==> src/design/pswg_pkg.sv <==
// Shared types and constants for the per-source time window grouper.
// Holds the channel words, the front-to-back task word and the action codes.
// Depends on nothing.
`default_nettype none

package pswg_pkg;

   localparam int NUM_SOURCES_DEF = 8;
   localparam int QUEUE_DEPTH     = 4;
   localparam int CSR_IDX_W       = 4;
   localparam int CFG_W           = 16;
   localparam int COUNT_W         = 17;

   localparam logic [CFG_W-1:0] MAX_HITS_RST = 16'd960;
   localparam logic [CFG_W-1:0] WINDOW_RST   = 16'd2;

   localparam logic [CSR_IDX_W-1:0] CSR_MAX_HITS = 4'd0;
   localparam logic [CSR_IDX_W-1:0] CSR_WINDOW   = 4'd1;

   localparam logic [COUNT_W-1:0] COUNT_MAX = 17'h1FFFF;

   typedef enum logic [2:0] {
      ACT_COMMIT = 3'd0,
      ACT_DROP   = 3'd1,
      ACT_OPEN   = 3'd2,
      ACT_APPEND = 3'd3,
      ACT_LATE   = 3'd4
   } action_type;

   typedef struct packed {
      logic [2:0]  source;
      logic [63:0] stamp;
      logic        has_hit;
      logic [63:0] hit_word;
   } req_type;

   typedef struct packed {
      action_type         action;
      logic [2:0]         out_source;
      logic [63:0]        out_stamp;
      logic [63:0]        out_word;
      logic [COUNT_W-1:0] event_hits;
      logic               last;
   } rsp_type;

   typedef struct packed {
      logic [CFG_W-1:0] max_hits;
      logic [CFG_W-1:0] window_ticks;
   } cfg_type;

   // One classified item: up to three results, emitted close, open, append.
   typedef struct packed {
      logic [2:0]         source;
      logic               has_close;
      action_type         close_action;
      logic [63:0]        stamp_a;     // closed event start, late stamp, or current start
      logic [COUNT_W-1:0] close_hits;
      logic               has_open;
      logic [63:0]        stamp_b;     // start of the newly opened event
      logic               has_append;
      logic [63:0]        word;
   } task_type;

endpackage

`default_nettype wire

==> src/design/pswg_front.sv <==
// Front end of the grouper: accepts words, keeps per-source event state,
// classifies each word into a task for the back end.
// Depends on pswg_pkg.
`default_nettype none

module pswg_front #(
   parameter int NUM_SOURCES = pswg_pkg::NUM_SOURCES_DEF
) (
   input  wire                 clock,
   input  wire                 reset,
   input  pswg_pkg::cfg_type   cfg,
   input  wire                 req_valid,
   output logic                req_stall,
   input  pswg_pkg::req_type   req_data,
   input  wire                 queue_full,
   output logic                push,
   output pswg_pkg::task_type  push_data
);
   import pswg_pkg::*;

   localparam int IDX_W = (NUM_SOURCES > 1) ? $clog2(NUM_SOURCES) : 1;

   logic [63:0]        start_stamp_ff [NUM_SOURCES];
   logic [COUNT_W-1:0] hit_count_ff   [NUM_SOURCES];
   logic [NUM_SOURCES-1:0] event_open_ff;
   logic [NUM_SOURCES-1:0] discarding_ff;

   logic [IDX_W-1:0]   idx;
   logic               accept, in_range, late, over, drop, begin_ev, commit, append;
   logic               open1, disc1, open2, disc2, update;
   logic [63:0]        st, diff, start_in;
   logic [COUNT_W-1:0] ct, ct1, ct2, count_in;

   assign req_stall = queue_full;
   assign accept    = req_valid & ~queue_full;
   assign idx       = IDX_W'(req_data.source);
   assign in_range  = 32'(req_data.source) < 32'(NUM_SOURCES);

   always_comb begin
      st    = start_stamp_ff[idx];
      ct    = hit_count_ff[idx];
      late  = req_data.stamp < st;
      over  = ct > COUNT_W'(cfg.max_hits);
      drop  = over & event_open_ff[idx];
      open1 = event_open_ff[idx] & ~over;
      disc1 = discarding_ff[idx] | drop;
      ct1   = over ? '0 : ct;
      diff  = req_data.stamp - st;
      begin_ev = (diff > 64'(cfg.window_ticks)) || (req_data.stamp == 64'd0) ||
                 (!open1 && !disc1);
      commit   = begin_ev & open1;
      start_in = begin_ev ? req_data.stamp : st;
      ct2      = begin_ev ? '0 : ct1;
      open2    = begin_ev | open1;
      disc2    = begin_ev ? 1'b0 : disc1;
      append   = req_data.has_hit & ~disc2 & open2;
      count_in = (append && ct2 != COUNT_MAX) ? ct2 + 1'b1 : ct2;
      update   = accept & in_range & ~late;
   end

   always_comb begin
      push_data.source       = req_data.source;
      push_data.has_close    = late | drop | commit;
      push_data.close_action = late ? ACT_LATE : (drop ? ACT_DROP : ACT_COMMIT);
      push_data.stamp_a      = late ? req_data.stamp : st;
      push_data.close_hits   = late ? '0 : ct;
      push_data.has_open     = ~late & begin_ev;
      push_data.stamp_b      = req_data.stamp;
      push_data.has_append   = ~late & append;
      push_data.word         = req_data.hit_word;
      push = accept & in_range & (late | drop | commit | begin_ev | append);
   end

   always_ff @(posedge clock) begin
      if (reset) begin
         for (int i = 0; i < NUM_SOURCES; i++) begin
            start_stamp_ff[i] <= '0;
            hit_count_ff[i]   <= '0;
         end
         event_open_ff <= '0;
         discarding_ff <= '0;
      end else if (update) begin
         start_stamp_ff[idx] <= start_in;
         hit_count_ff[idx]   <= count_in;
         event_open_ff[idx]  <= open2;
         discarding_ff[idx]  <= disc2;
      end
   end

endmodule

`default_nettype wire

==> src/design/pswg_queue.sv <==
// Short task queue between the grouper front end and back end.
// Flop-based ring of QUEUE_DEPTH task words; depends on pswg_pkg.
`default_nettype none

module pswg_queue (
   input  wire                 clock,
   input  wire                 reset,
   input  wire                 push,
   input  pswg_pkg::task_type  push_data,
   output logic                full,
   input  wire                 pop,
   output logic                not_empty,
   output pswg_pkg::task_type  head
);
   import pswg_pkg::*;

   localparam int PTR_W = (QUEUE_DEPTH > 1) ? $clog2(QUEUE_DEPTH) : 1;
   localparam int CNT_W = $clog2(QUEUE_DEPTH + 1);

   task_type         slot_ff [QUEUE_DEPTH];
   logic [PTR_W-1:0] wr_ptr_ff, wr_ptr_in, rd_ptr_ff, rd_ptr_in;
   logic [CNT_W-1:0] count_ff, count_in;

   assign full      = count_ff == CNT_W'(QUEUE_DEPTH);
   assign not_empty = count_ff != '0;
   assign head      = slot_ff[rd_ptr_ff];

   always_comb begin
      wr_ptr_in = wr_ptr_ff;
      rd_ptr_in = rd_ptr_ff;
      count_in  = count_ff;
      if (push) begin
         wr_ptr_in = (wr_ptr_ff == PTR_W'(QUEUE_DEPTH - 1)) ? '0 : wr_ptr_ff + 1'b1;
      end
      if (pop) begin
         rd_ptr_in = (rd_ptr_ff == PTR_W'(QUEUE_DEPTH - 1)) ? '0 : rd_ptr_ff + 1'b1;
      end
      if (push && !pop) begin
         count_in = count_ff + 1'b1;
      end else if (pop && !push) begin
         count_in = count_ff - 1'b1;
      end
   end

   always_ff @(posedge clock) begin
      if (reset) begin
         wr_ptr_ff <= '0;
         rd_ptr_ff <= '0;
         count_ff  <= '0;
      end else begin
         wr_ptr_ff <= wr_ptr_in;
         rd_ptr_ff <= rd_ptr_in;
         count_ff  <= count_in;
      end
   end

   always_ff @(posedge clock) begin
      if (push) begin
         slot_ff[wr_ptr_ff] <= push_data;
      end
   end

endmodule

`default_nettype wire

==> src/design/pswg_back.sv <==
// Back end of the grouper: walks the head task's results in order
// (close, open, append) into a registered output word. Depends on pswg_pkg.
`default_nettype none

module pswg_back (
   input  wire                 clock,
   input  wire                 reset,
   input  wire                 head_valid,
   input  pswg_pkg::task_type  head,
   output logic                pop,
   output logic                rsp_valid,
   input  wire                 rsp_stall,
   output pswg_pkg::rsp_type   rsp_data
);
   import pswg_pkg::*;

   logic [2:0] done_ff, done_in, pend, sel, rem;
   logic       rsp_valid_ff, rsp_valid_in, out_free, emit, last;
   rsp_type    rsp_data_ff, rsp_data_in;

   assign out_free  = ~rsp_valid_ff | ~rsp_stall;
   assign rsp_valid = rsp_valid_ff;
   assign rsp_data  = rsp_data_ff;

   always_comb begin
      pend = {head.has_append, head.has_open, head.has_close} & ~done_ff;
      sel  = pend & (~pend + 1'b1);   // lowest pending result
      rem  = pend & ~sel;
      last = rem == 3'b000;
      emit = head_valid & out_free;
      pop  = emit & last;
      done_in = done_ff;
      if (emit) begin
         done_in = last ? 3'b000 : (done_ff | sel);
      end
      rsp_valid_in = out_free ? emit : rsp_valid_ff;
   end

   always_comb begin
      rsp_data_in.out_source = head.source;
      rsp_data_in.last       = last;
      rsp_data_in.out_word   = '0;
      rsp_data_in.event_hits = '0;
      case (sel)
         3'b001: begin
            rsp_data_in.action     = head.close_action;
            rsp_data_in.out_stamp  = head.stamp_a;
            rsp_data_in.event_hits = head.close_hits;
         end
         3'b010: begin
            rsp_data_in.action    = ACT_OPEN;
            rsp_data_in.out_stamp = head.stamp_b;
         end
         default: begin
            rsp_data_in.action    = ACT_APPEND;
            rsp_data_in.out_stamp = head.has_open ? head.stamp_b : head.stamp_a;
            rsp_data_in.out_word  = head.word;
         end
      endcase
   end

   always_ff @(posedge clock) begin
      if (reset) begin
         done_ff      <= '0;
         rsp_valid_ff <= 1'b0;
      end else begin
         done_ff      <= done_in;
         rsp_valid_ff <= rsp_valid_in;
      end
   end

   always_ff @(posedge clock) begin
      if (emit) begin
         rsp_data_ff <= rsp_data_in;
      end
   end

endmodule

`default_nettype wire

==> src/design/per_source_time_window_grouper_top.sv <==
// Per-source time window grouper: top level with configuration registers.
// Instantiates pswg_front, pswg_queue and pswg_back; depends on pswg_pkg.
//
// Usage:
//   req_* carries timestamped hits and trigger markers tagged by source;
//   a word is taken when req_valid is high and req_stall is low.
//   rsp_* delivers commit/drop/open/append/late words, one per cycle when
//   rsp_stall is low, with last set on the final word caused by an input word.
//   csr_* writes max_hits (index 0) and window_ticks (index 1); csr_ready
//   is always high and other indexes are ignored. Write only while idle.
// Timing:
//   the front end updates per-source state on acceptance, so it takes one
//   word per cycle while req_stall is low. Results pass through the task
//   queue and then the output register, one at a time; a four-entry task
//   queue absorbs bursts, and req_stall rises when it fills. When rsp_stall
//   is high the output word holds and the queue backs up.
// Reset: clears all per-source state (no event open), empties the queue,
//   and loads max_hits = 960, window_ticks = 2.
`default_nettype none

module per_source_time_window_grouper_top #(
   parameter int NUM_SOURCES = pswg_pkg::NUM_SOURCES_DEF
) (
   input  wire                              clock,
   input  wire                              reset,
   input  wire                              req_valid,
   output logic                             req_stall,
   input  pswg_pkg::req_type                req_data,
   output logic                             rsp_valid,
   input  wire                              rsp_stall,
   output pswg_pkg::rsp_type                rsp_data,
   input  wire                              csr_valid,
   output logic                             csr_ready,
   input  wire  [pswg_pkg::CSR_IDX_W-1:0]   csr_index,
   input  wire  [pswg_pkg::CFG_W-1:0]       csr_data
);
   import pswg_pkg::*;

   cfg_type  cfg_ff, cfg_in;
   task_type push_data, head;
   logic     push, pop, queue_full, not_empty;

   assign csr_ready = 1'b1;

   always_comb begin
      cfg_in = cfg_ff;
      if (csr_valid) begin
         case (csr_index)
            CSR_MAX_HITS: cfg_in.max_hits     = csr_data;
            CSR_WINDOW:   cfg_in.window_ticks = csr_data;
            default:      cfg_in = cfg_ff;
         endcase
      end
   end

   always_ff @(posedge clock) begin
      if (reset) begin
         cfg_ff.max_hits     <= MAX_HITS_RST;
         cfg_ff.window_ticks <= WINDOW_RST;
      end else begin
         cfg_ff <= cfg_in;
      end
   end

   pswg_front #(
      .NUM_SOURCES(NUM_SOURCES)
   ) u_front (
      .clock      (clock),
      .reset      (reset),
      .cfg        (cfg_ff),
      .req_valid  (req_valid),
      .req_stall  (req_stall),
      .req_data   (req_data),
      .queue_full (queue_full),
      .push       (push),
      .push_data  (push_data)
   );

   pswg_queue u_queue (
      .clock     (clock),
      .reset     (reset),
      .push      (push),
      .push_data (push_data),
      .full      (queue_full),
      .pop       (pop),
      .not_empty (not_empty),
      .head      (head)
   );

   pswg_back u_back (
      .clock      (clock),
      .reset      (reset),
      .head_valid (not_empty),
      .head       (head),
      .pop        (pop),
      .rsp_valid  (rsp_valid),
      .rsp_stall  (rsp_stall),
      .rsp_data   (rsp_data)
   );

endmodule

`default_nettype wire

==> config.mk <==
export PLATFORM = sky130hd
export DESIGN_NAME = per_source_time_window_grouper_top
export DESIGN_NICKNAME = d
export VERILOG_FILES = /design/src/design/pswg_pkg.sv /design/src/design/pswg_front.sv /design/src/design/pswg_queue.sv /design/src/design/pswg_back.sv /design/src/design/per_source_time_window_grouper_top.sv
export SDC_FILE = /design/constraint.sdc
export NUM_CORES = 2
export LEC_CHECK = 0
export BUFFER_PORTS_ARGS = -buffer_cell sky130_fd_sc_hd__clkbuf_2
export CAP_MARGIN = 20
export CORE_MARGIN = 2
export CORE_UTILIZATION = 49
export DETAILED_ROUTE_END_ITERATION = 7
export GPL_TIMING_DRIVEN = 1
export PLACE_DENSITY = 0.66
export SLEW_MARGIN = 10
export SYNTH_ARGS = -nofsm -noshare
export SYNTH_HDL_FRONTEND = slang
export SYNTH_HIERARCHICAL = 1
export SYNTH_SLANG_ARGS = --single-unit
export TNS_END_PERCENT = 10
==> constraint.sdc <==
create_clock -name clock -period 15.13 [get_ports clock]
set_input_delay 1.513 -clock clock [delete_from_list [all_inputs] [get_ports clock]]
set_output_delay 1.513 -clock clock [all_outputs]
set_load 0.05 [all_outputs]
* Word level (Yosys, flattened, before mapping)
Memories as Yosys holds them, arrays and structs flattened. A register that Yosys moved wholly into a read port is not among the register bits.
Index checks and enable logic that the tools add are counted.
** Operators by class
- Magnitude comparators :: 5
- Add/subtract/negate cells :: 7
- Reductions and logical operators :: 21
- Multiplexer cells :: 40
- Equal/unequal tests :: 7
- Bitwise logic cells :: 32
** Operator list (number)
- two-way mux 64 bit :: 4
- case mux 64 bit (2 select lines) :: 1
- two-way mux 17 bit :: 5
- greater-than comparator 64 x 16 -> 1 bit :: 1
- zero test 64 bit :: 1
- less-than comparator 64 bit :: 1
- OR reduction 64 bit :: 1
- subtractor 64 bit :: 1
- two-way mux 3 bit :: 6
- adder 17 x 1 -> 17 bit (second input constant) :: 1
- greater-than comparator 17 x 16 -> 1 bit :: 1
- inequality test 17 bit (second input constant) :: 1
- OR reduction 17 bit :: 1
- bitwise mux 8 bit :: 2
- two-way mux 1 bit :: 14
- bitwise AND 1 bit :: 12
- bitwise AND 3 bit :: 3
- inverter 3 bit :: 3
- two-way mux 2 bit :: 4
- bitwise OR 1 bit :: 7
- adder 3 x 1 -> 3 bit (second input constant) :: 2
- binary-select mux 1 bit (select 3 bit) :: 2
- inverter 1 bit :: 6
- case mux 3 bit (2 select lines) :: 1
- 20 further kinds :: 31
** Word-level totals
- Flip-flop bits (word level) :: 211
- Bits in writable memories :: 1520
- Output and inout port bits :: 155
- Memories kept :: 3
- Input port bits :: 157
- Logic and storage cells :: 130
** Memories
- u_queue.slot_ff :: depth 4, width 218, rd ports 1, clocked after memory_dff 1, wr ports 1, line pswg_queue.sv:20 : task_type slot_ff [QUEUE_DEPTH];
- u_front.start_stamp_ff :: depth 8, width 64, rd ports 1, clocked after memory_dff 0, wr ports 8, line pswg_front.sv:23 : logic [63:0] start_stamp_ff [NUM_SOURCES];
- u_front.hit_count_ff :: depth 8, width 17, rd ports 1, clocked after memory_dff 0, wr ports 8, line pswg_front.sv:24 : logic [COUNT_W-1:0] hit_count_ff [NUM_SOURCES];

* Longest topological paths before layout
- Word-level depth :: 17
- Mapped depth :: 46
- Gate-level depth less buffers :: 37

* Cells and area by module
Netlist, hierarchy kept.
** By module, submodules not included
- pswg_front :: sequential area each 19779.0 µm², area each 36148.4 µm², cells each 3435, instances 1
- pswg_queue :: sequential area each 26365.3 µm², area each 31811.8 µm², cells each 1182, instances 1
- pswg_back :: sequential area each 4644.5 µm², area each 6143.4 µm², cells each 344, instances 1
- per_source_time_window_grouper_top :: sequential area each 640.6 µm², area each 1368.8 µm², cells each 133, instances 1

* Worst setup path before layout
Ideal clock, no wire load.
- Path type :: input -> register
- From :: in req_data[131] (netlist bit)
- To :: mem u_queue/slot_ff[0][0] (netlist bit), enable pin
- Data arrival time :: 12.785 ns
- Path slack :: 1.741 ns
- Path buffers :: 10
- Stages :: 32
- Required time :: 14.525 ns
- Setup time :: 0.605 ns
- Path through :: buf_2 > buf_2 > buf_1 > nor3_1 > clkbuf_1 > clkbuf_1 > buf_1 > buf_1 > a22oi_1 > nand4_1 > inv_1 > ha_1 > a21oi_1 > nor2b_1 > a211o_1 > nand2_1 > xor2_1 > ha_1 > nand4_1 > or4_1 > o21ai_0 > a211oi_1 > nand2_1 > nor4b_1 > and4b_1 > nand4_1 > nor4b_2 > buf_4 > buf_8 > buf_12 > a31oi_1 > and2_1
** Between the ends
- Word-level cells in the longest chain between the ends :: 15
- Elaborated cells on any way between the ends :: 32
- Those cells by class :: 1 x add/sub; 3 x order compare; 7 x mux; 14 x bitwise; 5 x reduce/logical; 2 x memory
** Ends and longest elaborated chain
- start: declaration :: line per_source_time_window_grouper_top.sv:28 : input pswg_pkg::req_type req_data,
- parallel branches: the longest is 11 deep, another holds memory (8 x 64 bit)
- bitwise OR 1 bit (*) :: line pswg_front.sv:71 : push = accept & in_range & (late | drop | commit | begin_ev | append);
- bitwise AND 1 bit (*) :: line pswg_front.sv:71
- via push :: line per_source_time_window_grouper_top.sv:41 : logic push, pop, queue_full, not_empty;
- two-way mux 1 bit (*) :: line pswg_queue.sv:58 : if (push) begin
- two-way mux 1 bit (implied by the code) (*) :: line pswg_queue.sv:59 : slot_ff[wr_ptr_ff] <= push_data;
- end: declaration :: line pswg_queue.sv:20
Mark *: on every way through the listed nets, which the timed path passes. The select of a mux whose other input is x is not followed.

==> out/metrics.yaml <==
initialDrtViolationCount: 5256
synthArstFlopShare: 0
critPathKind: "in2reg"
synth_edf_count: 1672
crit_slowest_cell: "buf_4"
min_path_cells: 2
ys_seq_area_frac: 0.681
fin_tns_setup_ns: 0
clkTransAtPathRegs_ns: 0.06
yosys.cell_types.count: 98
drc: 0
finalCritPeriodShare: 0.707
cp_data_arrival_time_ns: 11.20
ys.flop_type: "edfxtp_1"
crit_fanout: 39
fin_crit_ns: 10.69
finalMaxSlewViolations: 0
avgSynthCellArea_um2: 14.8
cap_viol_max_count: 0
die_h_um: 396
cpMostUsedCell: "buf_4"
synth_top_area_share: 0.665
synthDominantAreaCellType: "edfxtp_1"
grt_antenna_before_repair: 6
hold_buffers: 0
cp-end-kind: "flop"
wire_per_inst_um: 28.1
cts_setup_buffers: 0
grt_max_degree: 125
hold_viol: 0
first_pass_iters: 6
cp.required_ns: 15.64
p_total_mw: 13.3
min-delay-path-class: "reg2reg"
setup_viol: 0
fillers: 12300
dieArea_um2: 157000
num_rows: 144
via_per_inst: 6.21
worstRegToRegCells: 27
grt_overflow: 0
max_stage_delay_ns: 0.82
synthTopCellsByCount: "edfxtp_1, nor2_1, mux4_2, a21oi_1, a22oi_1"
r2r_setup_slack_ns: 6.95
outcome: "completed"
vias: 46000
ys_ff_latch: 1733
yosys_warnings: 6
die_w_um: 396
finalNetCount: 5487
fmax_mhz: 93.5
clock_skew_ns: 0.0339
clkSinkCount: 1733
worst_pin_slew_ns: 1.14
start_kind: "input port"
grt_pass1_vias: 45500
grt_pass1_wl_mm: 303
place_hpwl_mm: 128
power_density_nw_per_um2: 160
rsz0062_at_grt: "no"
cts_max_path_buffers: 3
io_buffers: 310
place_congestion: 0.973
multi_input_area_um2: 21200
cts-root-buf: "clkbuf_16"
cts_buffers: 167
core_area_um2: 154000
vdd_drop_max_v: 0.000117
syn_to_final_growth_pct: 10.1
drtAntennaViolNets: 0
drt-total-wl_mm: 208
cts_resized: 0
seq_area_um2: 51400
synthTopCellsByArea: "edfxtp_1, mux4_2, nor2_1"
cts_tree: "yes"
slew_headroom: 0.239
ios: 312
power_leakage_nw: 28.4
track_usage: 0.260
htreeDepth: 4
synthCells: 5094
synth_most_common_cell: "edfxtp_1"
drive_gt1_frac: 0.183
clock_latency_ns: 0.82
synth_area_um2: 75500
start_util: 0.492
area by class of cell:
type,count,share of cell area
Sequential cell,1733,0.619
Multi-Input combinational cell,2792,0.255
Clock buffer,214,0.0533
Tap cell,2044,0.0308
Timing Repair Buffer,388,0.0270
Clock inverter,85,0.00809
Inverter,141,0.00640
Antenna cell,4,0.000120
power breakdown:
group | leakage [nW] | internal [mW] | switching (mW) | total (mW)
combinational | 9.21 | 0.933 | 2.25 | 3.18
sequential | 16.7 | 5.99 | 0.175 | 6.16
clock | 2.47 | 2.16 | 1.77 | 3.93
total | 28.4 | 9.08 | 4.19 | 13.3
final timing paths:
kind                                      start                            end
hold reg to reg        u_front/discarding_ff[1]       u_front/discarding_ff[1]
hold / removal         u_front/discarding_ff[1]       u_front/discarding_ff[1]
setup / recovery                  req_data[130]  u_front/start_stamp_ff[4][34]
setup reg to reg  u_front/start_stamp_ff[4][11]  u_front/start_stamp_ff[4][34]
sequential cells by signal, summed over array words and instances, names as in the netlist, named ones only:
| signal | count |
|---|---|
| u_front/event_open_ff | 8 |
| u_back/done_ff | 3 |
| u_front/start_stamp_ff | 512 |
| u_queue/count_ff | 3 |
| u_queue/wr_ptr_ff | 2 |
| u_queue/rd_ptr_ff | 2 |
| u_queue/slot_ff | 872 |
| u_back/rsp_valid | 1 |
| u_front/hit_count_ff | 136 |
| u_back/rsp_data | 152 |
| cfg_ff | 32 |
| u_front/discarding_ff | 8 |
per-layer routing:
metal,track usage,vias up,share of wire
met5,0,-,0.00010
met4,0.0810,4,0.027
met3,0.0463,376,0.092
met2,0.410,2421,0.47
met1,0.371,23400,0.41
li1,-,19800,-
per-stage QoR:
step | instances | hold slack [ns] | instance area [um2] | util | worst slack [ns]
floorplan | 5095 | 0.446 | 75500 | - | 1.74
finish | 7401 | 0.477 | 83100 | 0.541 | 4.44
global placement | 7097 | 0.457 | 78000 | 0.508 | 3.59
CTS | 7396 | 0.478 | 83100 | 0.541 | 4.38
global route | 7397 | 0.498 | 83100 | 0.541 | 3.86
detailed placement | 7097 | 0.461 | 78000 | 0.508 | 3.53
cell families (layout without fill, tap and decap cells):
group	count (synthesis)	after routing	share of synthesized area
flip-flops	1733	1733	0.681
AND/OR/NAND/NOR	1416	1416	0.0879
AO/OA/AOI/OAI	790	790	0.0716
buffers and inverters	570	828	0.0398
multiplexers	432	432	0.0961
adder cells (fa/ha/maj)	108	108	0.0181
XOR/XNOR	43	43	0.00499
other	2	7	0.0000995
worst max-delay path: cells and delay by family:
kind	cells	cell delay, ns
compound gates	4	0.78
buf+inv	7	3.20
mux	1	0.72
xor+xnor	1	0.17
fa+ha+maj	2	0.66
simple gates	14	4.01
cell usage in the layout (no fill, tap or decap), types with 16 or more instances in the layout:
master     netlist  final
nand4_1         94     94
and3_1         100    100
clkbuf_1       150     42
mux2i_1        124    124
ha_1           105    105
a22o_1          28     28
clkbuf_16        0    169
a221oi_1        40     40
a21oi_1        225    225
a22oi_1        213    213
buf_4          156     68
o21ai_0         70     70
a21o_1          27     18
xnor2_1         30     30
edfxtp_1      1672   1672
inv_1          138    138
nor2_1         799    794
nand2_1        140    134
mux4_2         226    226
nand3_1         27     27
o21a_1          29     29
clkbuf_2         3    310
clkinv_1         1     44
nand2b_1        62     61
clkinv_2         0     16
mux2_2          82     82
a211oi_1        16     16
dfxtp_1         61     59
and2_1          41     37
nor3_1          45     40
nor4_1          30     30
a31oi_1         21     21
Note: power is estimated with default switching activity, not from simulation.
